$ cat src/rtl/cmd_pkg.sv
package cmd_pkg;

  localparam int MAX_DELAY = 4096;
  localparam int CHANNELS  = 2;

  localparam int AW       = $clog2(MAX_DELAY);
  localparam int RING_W   = AW + 1;
  localparam int SAMPLE_W = 16;
  localparam int BASE_W   = 12;
  localparam int DEPTH_W  = 19;
  localparam int STEP_W   = 31;
  localparam int GAIN_W   = 15;
  localparam int MIX_W    = 16;
  localparam int MIXC_W   = MIX_W + 1;
  localparam int RLEN_W   = 13;
  localparam int PHASE_W  = 32;
  localparam int FRAC_W   = 8;
  localparam int CFG_W     = 31;
  localparam int CFG_IDX_W = 3;

  localparam int D8_W     = 22;
  localparam int POS_W    = ((AW + FRAC_W > D8_W) ? AW + FRAC_W : D8_W) + 1;
  localparam int IPOS_W   = POS_W - FRAC_W;
  localparam int WR_ITER  = (IPOS_W + 1) / 2;
  localparam int WR_STEPS = 2 * WR_ITER;
  localparam int CMP_W    = RING_W + WR_STEPS;
  localparam int CNT_W    = $clog2(WR_ITER);

  localparam logic [MIXC_W-1:0] MIX_ONE = MIXC_W'(32768);

  localparam logic [CFG_IDX_W-1:0] CFG_BASE_DELAY    = CFG_IDX_W'(0);
  localparam logic [CFG_IDX_W-1:0] CFG_MOD_DEPTH     = CFG_IDX_W'(1);
  localparam logic [CFG_IDX_W-1:0] CFG_LFO_STEP      = CFG_IDX_W'(2);
  localparam logic [CFG_IDX_W-1:0] CFG_FEEDBACK_GAIN = CFG_IDX_W'(3);
  localparam logic [CFG_IDX_W-1:0] CFG_WET_MIX       = CFG_IDX_W'(4);
  localparam logic [CFG_IDX_W-1:0] CFG_RING_LENGTH   = CFG_IDX_W'(5);

  typedef logic signed [SAMPLE_W-1:0] sample_t;

  typedef struct packed {
    logic [AW-1:0] rd_addr;
    logic          cap_s1;
    logic          interp;
    logic          fb;
    logic          we;
    logic          clr;
    logic [AW-1:0] wr_addr;
  } lane_ctl_t;

  typedef struct packed {
    logic          done;
    logic          neg;
    logic [AW-1:0] rem;
  } wrap_res_t;

  localparam logic signed [15:0] QUARTER_SINE [0:64] = '{
    16'sd0,     16'sd804,   16'sd1608,  16'sd2410,  16'sd3212,  16'sd4011,
    16'sd4808,  16'sd5602,  16'sd6393,  16'sd7179,  16'sd7962,  16'sd8739,
    16'sd9512,  16'sd10278, 16'sd11039, 16'sd11793, 16'sd12539, 16'sd13279,
    16'sd14010, 16'sd14732, 16'sd15446, 16'sd16151, 16'sd16846, 16'sd17530,
    16'sd18204, 16'sd18868, 16'sd19519, 16'sd20159, 16'sd20787, 16'sd21403,
    16'sd22005, 16'sd22594, 16'sd23170, 16'sd23731, 16'sd24279, 16'sd24811,
    16'sd25329, 16'sd25832, 16'sd26319, 16'sd26790, 16'sd27245, 16'sd27683,
    16'sd28105, 16'sd28510, 16'sd28898, 16'sd29268, 16'sd29621, 16'sd29956,
    16'sd30273, 16'sd30571, 16'sd30852, 16'sd31113, 16'sd31356, 16'sd31580,
    16'sd31785, 16'sd31971, 16'sd32137, 16'sd32285, 16'sd32412, 16'sd32521,
    16'sd32609, 16'sd32678, 16'sd32728, 16'sd32757, 16'sd32767
  };

  function automatic logic signed [15:0] lfo_sine(input logic [7:0] idx);
    logic [5:0] j;
    logic [6:0] jm;
    logic signed [15:0] v;
    j  = idx[5:0];
    jm = 7'd64 - {1'b0, j};
    unique case (idx[7:6])
      2'd0: v = QUARTER_SINE[j];
      2'd1: v = QUARTER_SINE[jm];
      2'd2: v = -QUARTER_SINE[j];
      default: v = -QUARTER_SINE[jm];
    endcase
    return v;
  endfunction

  function automatic logic signed [15:0] sat16(input logic signed [35:0] v);
    logic signed [15:0] r;
    if (v > 36'sd32767) begin
      r = 16'sh7fff;
    end else if (v < -36'sd32768) begin
      r = 16'sh8000;
    end else begin
      r = v[15:0];
    end
    return r;
  endfunction

endpackage

$ cat src/rtl/cmd_wrap.sv
module cmd_wrap (
  input  logic                               clk,
  input  logic                               rst_n,
  input  logic                               start,
  input  logic signed [cmd_pkg::IPOS_W-1:0]  ipos,
  input  logic [cmd_pkg::RING_W-1:0]         ring,
  output cmd_pkg::wrap_res_t                 res
);
  import cmd_pkg::*;

  logic             busy_r;
  logic             done_r;
  logic [CNT_W-1:0] cnt_r;
  logic             neg_r;
  logic [IPOS_W-1:0] rem_r;
  logic [CMP_W-1:0]  div_r;

  logic [IPOS_W-1:0] mag;
  logic [CMP_W-1:0]  d_hi;
  logic [CMP_W-1:0]  rem_ext;
  logic [CMP_W-1:0]  r1;
  logic [CMP_W-1:0]  r2;

  // two restoring steps per cycle
  always_comb begin
    mag     = ipos[IPOS_W-1] ? IPOS_W'(-ipos) : IPOS_W'(ipos);
    d_hi    = div_r << 1;
    rem_ext = CMP_W'(rem_r);
    r1      = (rem_ext >= d_hi) ? rem_ext - d_hi : rem_ext;
    r2      = (r1 >= div_r) ? r1 - div_r : r1;
  end

  always_ff @(posedge clk) begin
    if (!rst_n) begin
      busy_r <= 1'b0;
      done_r <= 1'b0;
      cnt_r  <= '0;
    end else begin
      done_r <= busy_r && (cnt_r == '0);
      if (start) begin
        busy_r <= 1'b1;
        cnt_r  <= CNT_W'(WR_ITER - 1);
      end else if (busy_r) begin
        cnt_r <= cnt_r - 1'b1;
        if (cnt_r == '0) begin
          busy_r <= 1'b0;
        end
      end
    end
  end

  always_ff @(posedge clk) begin
    if (start) begin
      rem_r <= mag;
      neg_r <= ipos[IPOS_W-1];
      div_r <= CMP_W'(ring) << (WR_STEPS - 2);
    end else if (busy_r) begin
      rem_r <= r2[IPOS_W-1:0];
      div_r <= div_r >> 2;
    end
  end

  assign res.done = done_r;
  assign res.neg  = neg_r;
  assign res.rem  = rem_r[AW-1:0];

endmodule

$ cat config.mk
export PLATFORM = sky130hd
export DESIGN_NAME = cmd_wrap
export DESIGN_NICKNAME = d
export VERILOG_FILES = /design/src/rtl/cmd_pkg.sv /design/src/rtl/cmd_wrap.sv
export SDC_FILE = /design/constraint.sdc
export NUM_CORES = 1
export LEC_CHECK = 0
export BUFFER_PORTS_ARGS = -buffer_cell sky130_fd_sc_hd__buf_2
export CORE_MARGIN = 2
export CORE_UTILIZATION = 26
export CTS_BUF_LIST = sky130_fd_sc_hd__clkbuf_8
export DETAILED_ROUTE_END_ITERATION = 8
export PLACE_DENSITY = 0.48
export SYNTH_ARGS = -nofsm -noshare
export SYNTH_HDL_FRONTEND = slang
export SYNTH_SLANG_ARGS = --single-unit
$ cat constraint.sdc
create_clock -name clk -period 5.08 [get_ports clk]
set_input_delay 1.016 -clock clk [delete_from_list [all_inputs] [get_ports clk]]
set_output_delay 1.016 -clock clk [all_outputs]
set_load 0.05 [all_outputs]
* After elaboration in Yosys (flattened, before gate mapping)
Cells that the tools add are included.
** Storage, ports and cells
- Output and inout bits :: 14
- Bits of input ports :: 31
- Flip-flop bits (word level) :: 48
** Operators by class
- Mux-type cells :: 12
- Reductions and logical operators :: 3
- Add/sub/neg operators :: 4
- $lt $le $gt $ge :: 2
** Operators with widths (number)
- 15-bit two-way mux :: 4
- 27-bit two-way mux :: 2
- 29-bit by 27-bit >= comparator with 1-bit output :: 1
- 29-bit two-way mux :: 1
- 15-bit by 28-bit subtractor with 29-bit output :: 1
- 15-bit by 28-bit >= comparator with 1-bit output :: 1
- 15-bit negator :: 1
- 15-bit subtractor :: 1
- 3-bit two-way mux :: 2
- 3-bit logical NOT :: 1
- 1-bit two-way mux :: 3
- 3-bit by 1-bit subtractor with 3-bit output (second input constant) :: 1
- 2-bit nonzero test :: 1
- 1-bit logical AND :: 1

* Longest topological paths before layout
- Depth after elaboration :: 6
- Depth in mapped cells :: 22

* Least setup slack after synthesis
OpenSTA, ideal clock, no wires.
- Path kind :: register to register
- Start :: register rem_r[1]
- End :: register rem_r[14] (data pin)
- Required time :: 4.807 ns
- Stages on the path, launching flop included :: 23
- Slack :: 0.146 ns
- Arrival time :: 4.661 ns
- Path through :: edfxtp_1 inv_1 ha_1 fa_1 nand2b_1 a21oi_1 o31a_1 o31ai_4 a2111oi_4 buf_6 buf_6 mux2i_1 ha_1 nor2b_1 o211ai_1 a211oi_1 o311a_1 o21a_1 a211o_1 buf_6 buf_8 mux2i_1 o32ai_1
** On the way
- Cells in the longest elaborated chain, start to end :: 6
- Elaborated cells between the ends (all ways) :: 8
- Those cells by class :: add/sub: 2; order compare: 2; mux: 4
** Ends and longest elaborated chain
- from (decl) :: RTL line cmd_wrap.sv:15 : logic [IPOS_W-1:0] rem_r;
- from (signal assigned) :: RTL line cmd_wrap.sv:54 : rem_r <= mag;
- from (signal assigned) :: RTL line cmd_wrap.sv:58 : rem_r <= r2[IPOS_W-1:0];
- 15-bit by 28-bit subtractor with 29-bit output / 15-bit by 28-bit >= comparator with 1-bit output (equally long branches) :: RTL line cmd_wrap.sv:29 : r1 = (rem_ext >= d_hi) ? rem_ext - d_hi : rem_ext;
- 29-bit two-way mux (*) :: RTL line cmd_wrap.sv:29
- 29-bit by 27-bit >= comparator with 1-bit output / 15-bit subtractor (equally long branches) :: RTL line cmd_wrap.sv:30 : r2 = (r1 >= div_r) ? r1 - div_r : r1;
- 15-bit two-way mux (*) :: RTL line cmd_wrap.sv:30
- 15-bit two-way mux (*) :: RTL line cmd_wrap.sv:57 : end else if (busy_r) begin
- 15-bit two-way mux (*) :: RTL line cmd_wrap.sv:53 : if (start) begin
Every way passes the cells marked *; elsewhere a longest branch is shown, timed or not. The select of a mux whose other input is x is not followed.
A chain may end at the register's enable or synchronous reset.

* Final worst setup path
- Start :: register rem_r[5]
- End :: register rem_r[8] (data pin)
The elaborated chain is that of the path after synthesis.

==> flow_metrics.tcl <==
set metrics [dict create \
    clock_latency_ns 0.32 \
    synth_cell_types 58 \
    hold_path_class "flop to flop" \
    clk_pin_slew_ns 0.09 \
    path_class "flop to flop" \
    p_seq_share_pct 34.9 \
    crit_fanout 9 \
    pre_cts_ws_ns -0.0443 \
    drv_cap 0 \
    syn_avg_cell_area_um2 8.95 \
    cts-root-buf "clkbuf_8" \
    whs_ns 0.540 \
    synthTopCellsByArea "edfxtp_1 19%, ha_1 12%, dfxtp_1 8.4%, mux2i_1 7.3%, xnor2_1 4.4%" \
    critPathCaptureType "flop" \
    slew_viol_final 0 \
    place_hpwl_um 9590 \
    ys_ff_latch 48 \
    synth_edf_count 29 \
    io_pins 45 \
    rows 48 \
    power_frac_comb_pct 40.0 \
    grt_use_total_pct 13.1 \
    synthArstFlopShare_pct 0 \
    setup_slack_ns 0.167 \
    multi_input_area_mm2 0.00309 \
    first_pass_iters 4 \
    finalSetupTns_ns 0 \
    period_minus_slack_ns 4.91 \
    p_clk_share_pct 25.1 \
    numCtsBuffers 5 \
    yosysTopAreaCell "edfxtp_1" \
    cts_sinks 48 \
    fin_skew_ns 0.0126 \
    wl_met3_um 483 \
    yosysSeqAreaShare_pct 27.6 \
    core_mm2 0.0172 \
    drt-met1-wl_um 6330 \
    max_freq_mhz 204 \
    outcome "completed" \
    syn_to_final_growth_pct 19.2 \
    cts_tree "yes" \
    vias_per_cell 4.92 \
    powerDensity_mw_per_mm2 253 \
    post-route-period-util_pct 96.7 \
    io_buffers 44 \
    synth.top_cell.area_share_pct 19.2 \
    fp.dieArea_mm2 0.0185 \
    diodes 0 \
    fill_cells 1866 \
    synth_cells 507 \
    start_util_pct 26.4 \
    syn_area_mm2 0.00454 \
    setup_viol 0 \
    p_sw_share_pct 36.1 \
    synth_top_flop_cell "edfxtp_1" \
    drive_gt1_share_pct 21.4 \
    htreeDepth 2 \
    grt_start_max_net_pins 36 \
    cts_max_path_buffers 2 \
    hold_buffers 0 \
    die_h_um 136 \
    routed.top_layer "met4" \
    register_area_mm2 0.00125 \
    wire_per_inst_um 15.8 \
    detail-route-antenna-nets 0 \
    via_count 3838 \
    worstPathRequired_ns 5.14 \
    gp_congestion 0.855 \
    die_width_um 136 \
    start_kind "flop" \
    layout.nets 631 \
    hold_violations 0 \
    layoutNonFillerInstCount 780 \
    drt_iter0_markers 177 \
    grt_antenna_before_repair 0 \
    vdd_ir_drop_max_v 0.000209 \
    grt_pass1_wl_um 19100 \
    p_int_uw 875 \
    drc 0 \
    grt_overflow_total 0 \
    netSwitchingPower_uw 494 \
    max_slew_margin_pct 52.3 \
    drt-total-wl_um 12300 \
    p_leak_uw 0.00213 \
    worst_pin_slew_ns 0.715 \
    wl_met2_um 5320 \
    yosysWarnings 0 \
    grt_pass1_vias 3666 \
    crit_arrival_ns 4.97 \
    synth_nets 584 \
    dp.cells 765 \
]
==> metrics by stage <==
stage               util [%]  power [uW]  cell area, um^2
finish                  31.5        1370             5410
global route            31.5        1450             5410
CTS                     30.2        1340             5190
detailed placement      29.1         995             5010
global placement        29.1         995             5010
floorplan                  -         871             4540
==> critical path, stage by stage (launching register included) <==
cell and delay [ns]:
edfxtp_1 0.49, ha_1 0.43, nand4_1 0.22, nor4_4 0.31, nand2b_1 0.15, a2111oi_4 0.35
buf_4 0.20, buf_12 0.13, mux2_2 0.36, ha_2 0.31, a21oi_2 0.17, and2_4 0.17
nand2_1 0.05, o311a_1 0.35, o21a_1 0.21, a211o_4 0.31, buf_12 0.16, mux2i_2 0.19
mux2i_1 0.09
==> metal layers <==
layer / track usage, % / up-vias
met1: 19.5 / 1828
met5: 0 / -
li1: - / 1921
met4: 3.88 / 0
met3: 1.27 / 10
met2: 19.9 / 79
==> final timing paths <==
path / depth (start not counted) / to / startpoint / slack, ns
min reg2reg: 2 / div_r[2] / div_r[4] / 0.54
min: 2 / div_r[2] / div_r[4] / 0.54
max: 18 / rem_r[8] / rem_r[5] / 0.17
max reg2reg: 18 / rem_r[8] / rem_r[5] / 0.17
==> state kept, by name (all words and copies together), names as in the netlist <==
register / flops
busy_r: 1
cnt_r: 3
div_r: 27
done_r: 1
neg_r: 1
rem_r: 15
==> layout make-up <==
cell class	instances	area share, %
inverter	38	2.64
multi-input combinational	389	57.1
clock buffer	5	1.27
sequential	48	23.2
tap	225	5.21
clock inverter	3	1.27
timing repair buffer	72	9.30
==> cell usage in the layout, fill, tap and decap left out, types with 5 or more instances in the layout <==
cell type / netlist / routed
o31ai_1: 5 / 5
and2_1: 10 / 9
a31oi_1: 6 / 6
xor2_1: 14 / 14
nor2b_1: 5 / 5
ha_2: 0 / 6
edfxtp_1: 29 / 29
mux2i_1: 33 / 29
nand2_1: 34 / 34
dfxtp_1: 19 / 17
xnor2_1: 23 / 23
buf_2: 1 / 44
nand4_1: 7 / 7
a21oi_1: 24 / 22
o21a_1: 9 / 9
clkbuf_8: 0 / 5
nand3_1: 9 / 8
nand2b_1: 10 / 9
ha_1: 44 / 34
nor2_1: 41 / 41
buf_4: 14 / 23
o21ai_1: 9 / 9
a22o_1: 10 / 10
nor3_1: 11 / 10
o21ai_0: 14 / 14
a21o_1: 8 / 8
mux2_1: 9 / 9
inv_1: 38 / 38
==> timing repair <==
| item | in CTS | in global routing |
|---|---|---|
| pin swaps | 2 | 10 |
| buffers inserted | 3 | 2 |
| resized for setup | 2 | 30 |
| cloned | 0 | 2 |
| setup endpoints to repair | 12 | 16 |
==> logic make-up (layout without fill, tap and decap cells) <==
| logic type | Yosys count | count (layout) | share of synthesized area (%) |
|---|---|---|---|
| XOR/XNOR | 37 | 37 | 7.14 |
| buffers and inverters | 70 | 118 | 7.89 |
| AO/OA/AOI/OAI | 110 | 110 | 17.1 |
| flip-flops | 48 | 48 | 27.6 |
| multiplexers | 45 | 45 | 10.4 |
| adder cells (fa/ha/maj) | 46 | 46 | 13.0 |
| AND/OR/NAND/NOR | 151 | 151 | 16.9 |
==> power by group through the flow <==
stage,clock [uW],combinational [uW],sequential [uW]
floorplan,0,396,475
detailed placement,0,510,485
finish,343,548,478
global placement,0,509,486
CTS,351,516,476
global route,364,603,483
==> Yosys cell counts (all sizes together) (12+ instances only) <==
library cell / number
xor2: 14
inv: 38
xnor2: 23
ha: 44
a21oi: 24
nand2: 34
dfxtp: 19
mux2: 12
nor2: 41
o21ai: 23
edfxtp: 29
buf: 24
mux2i: 33
No activity file was read; power rests on OpenSTA's default activity.
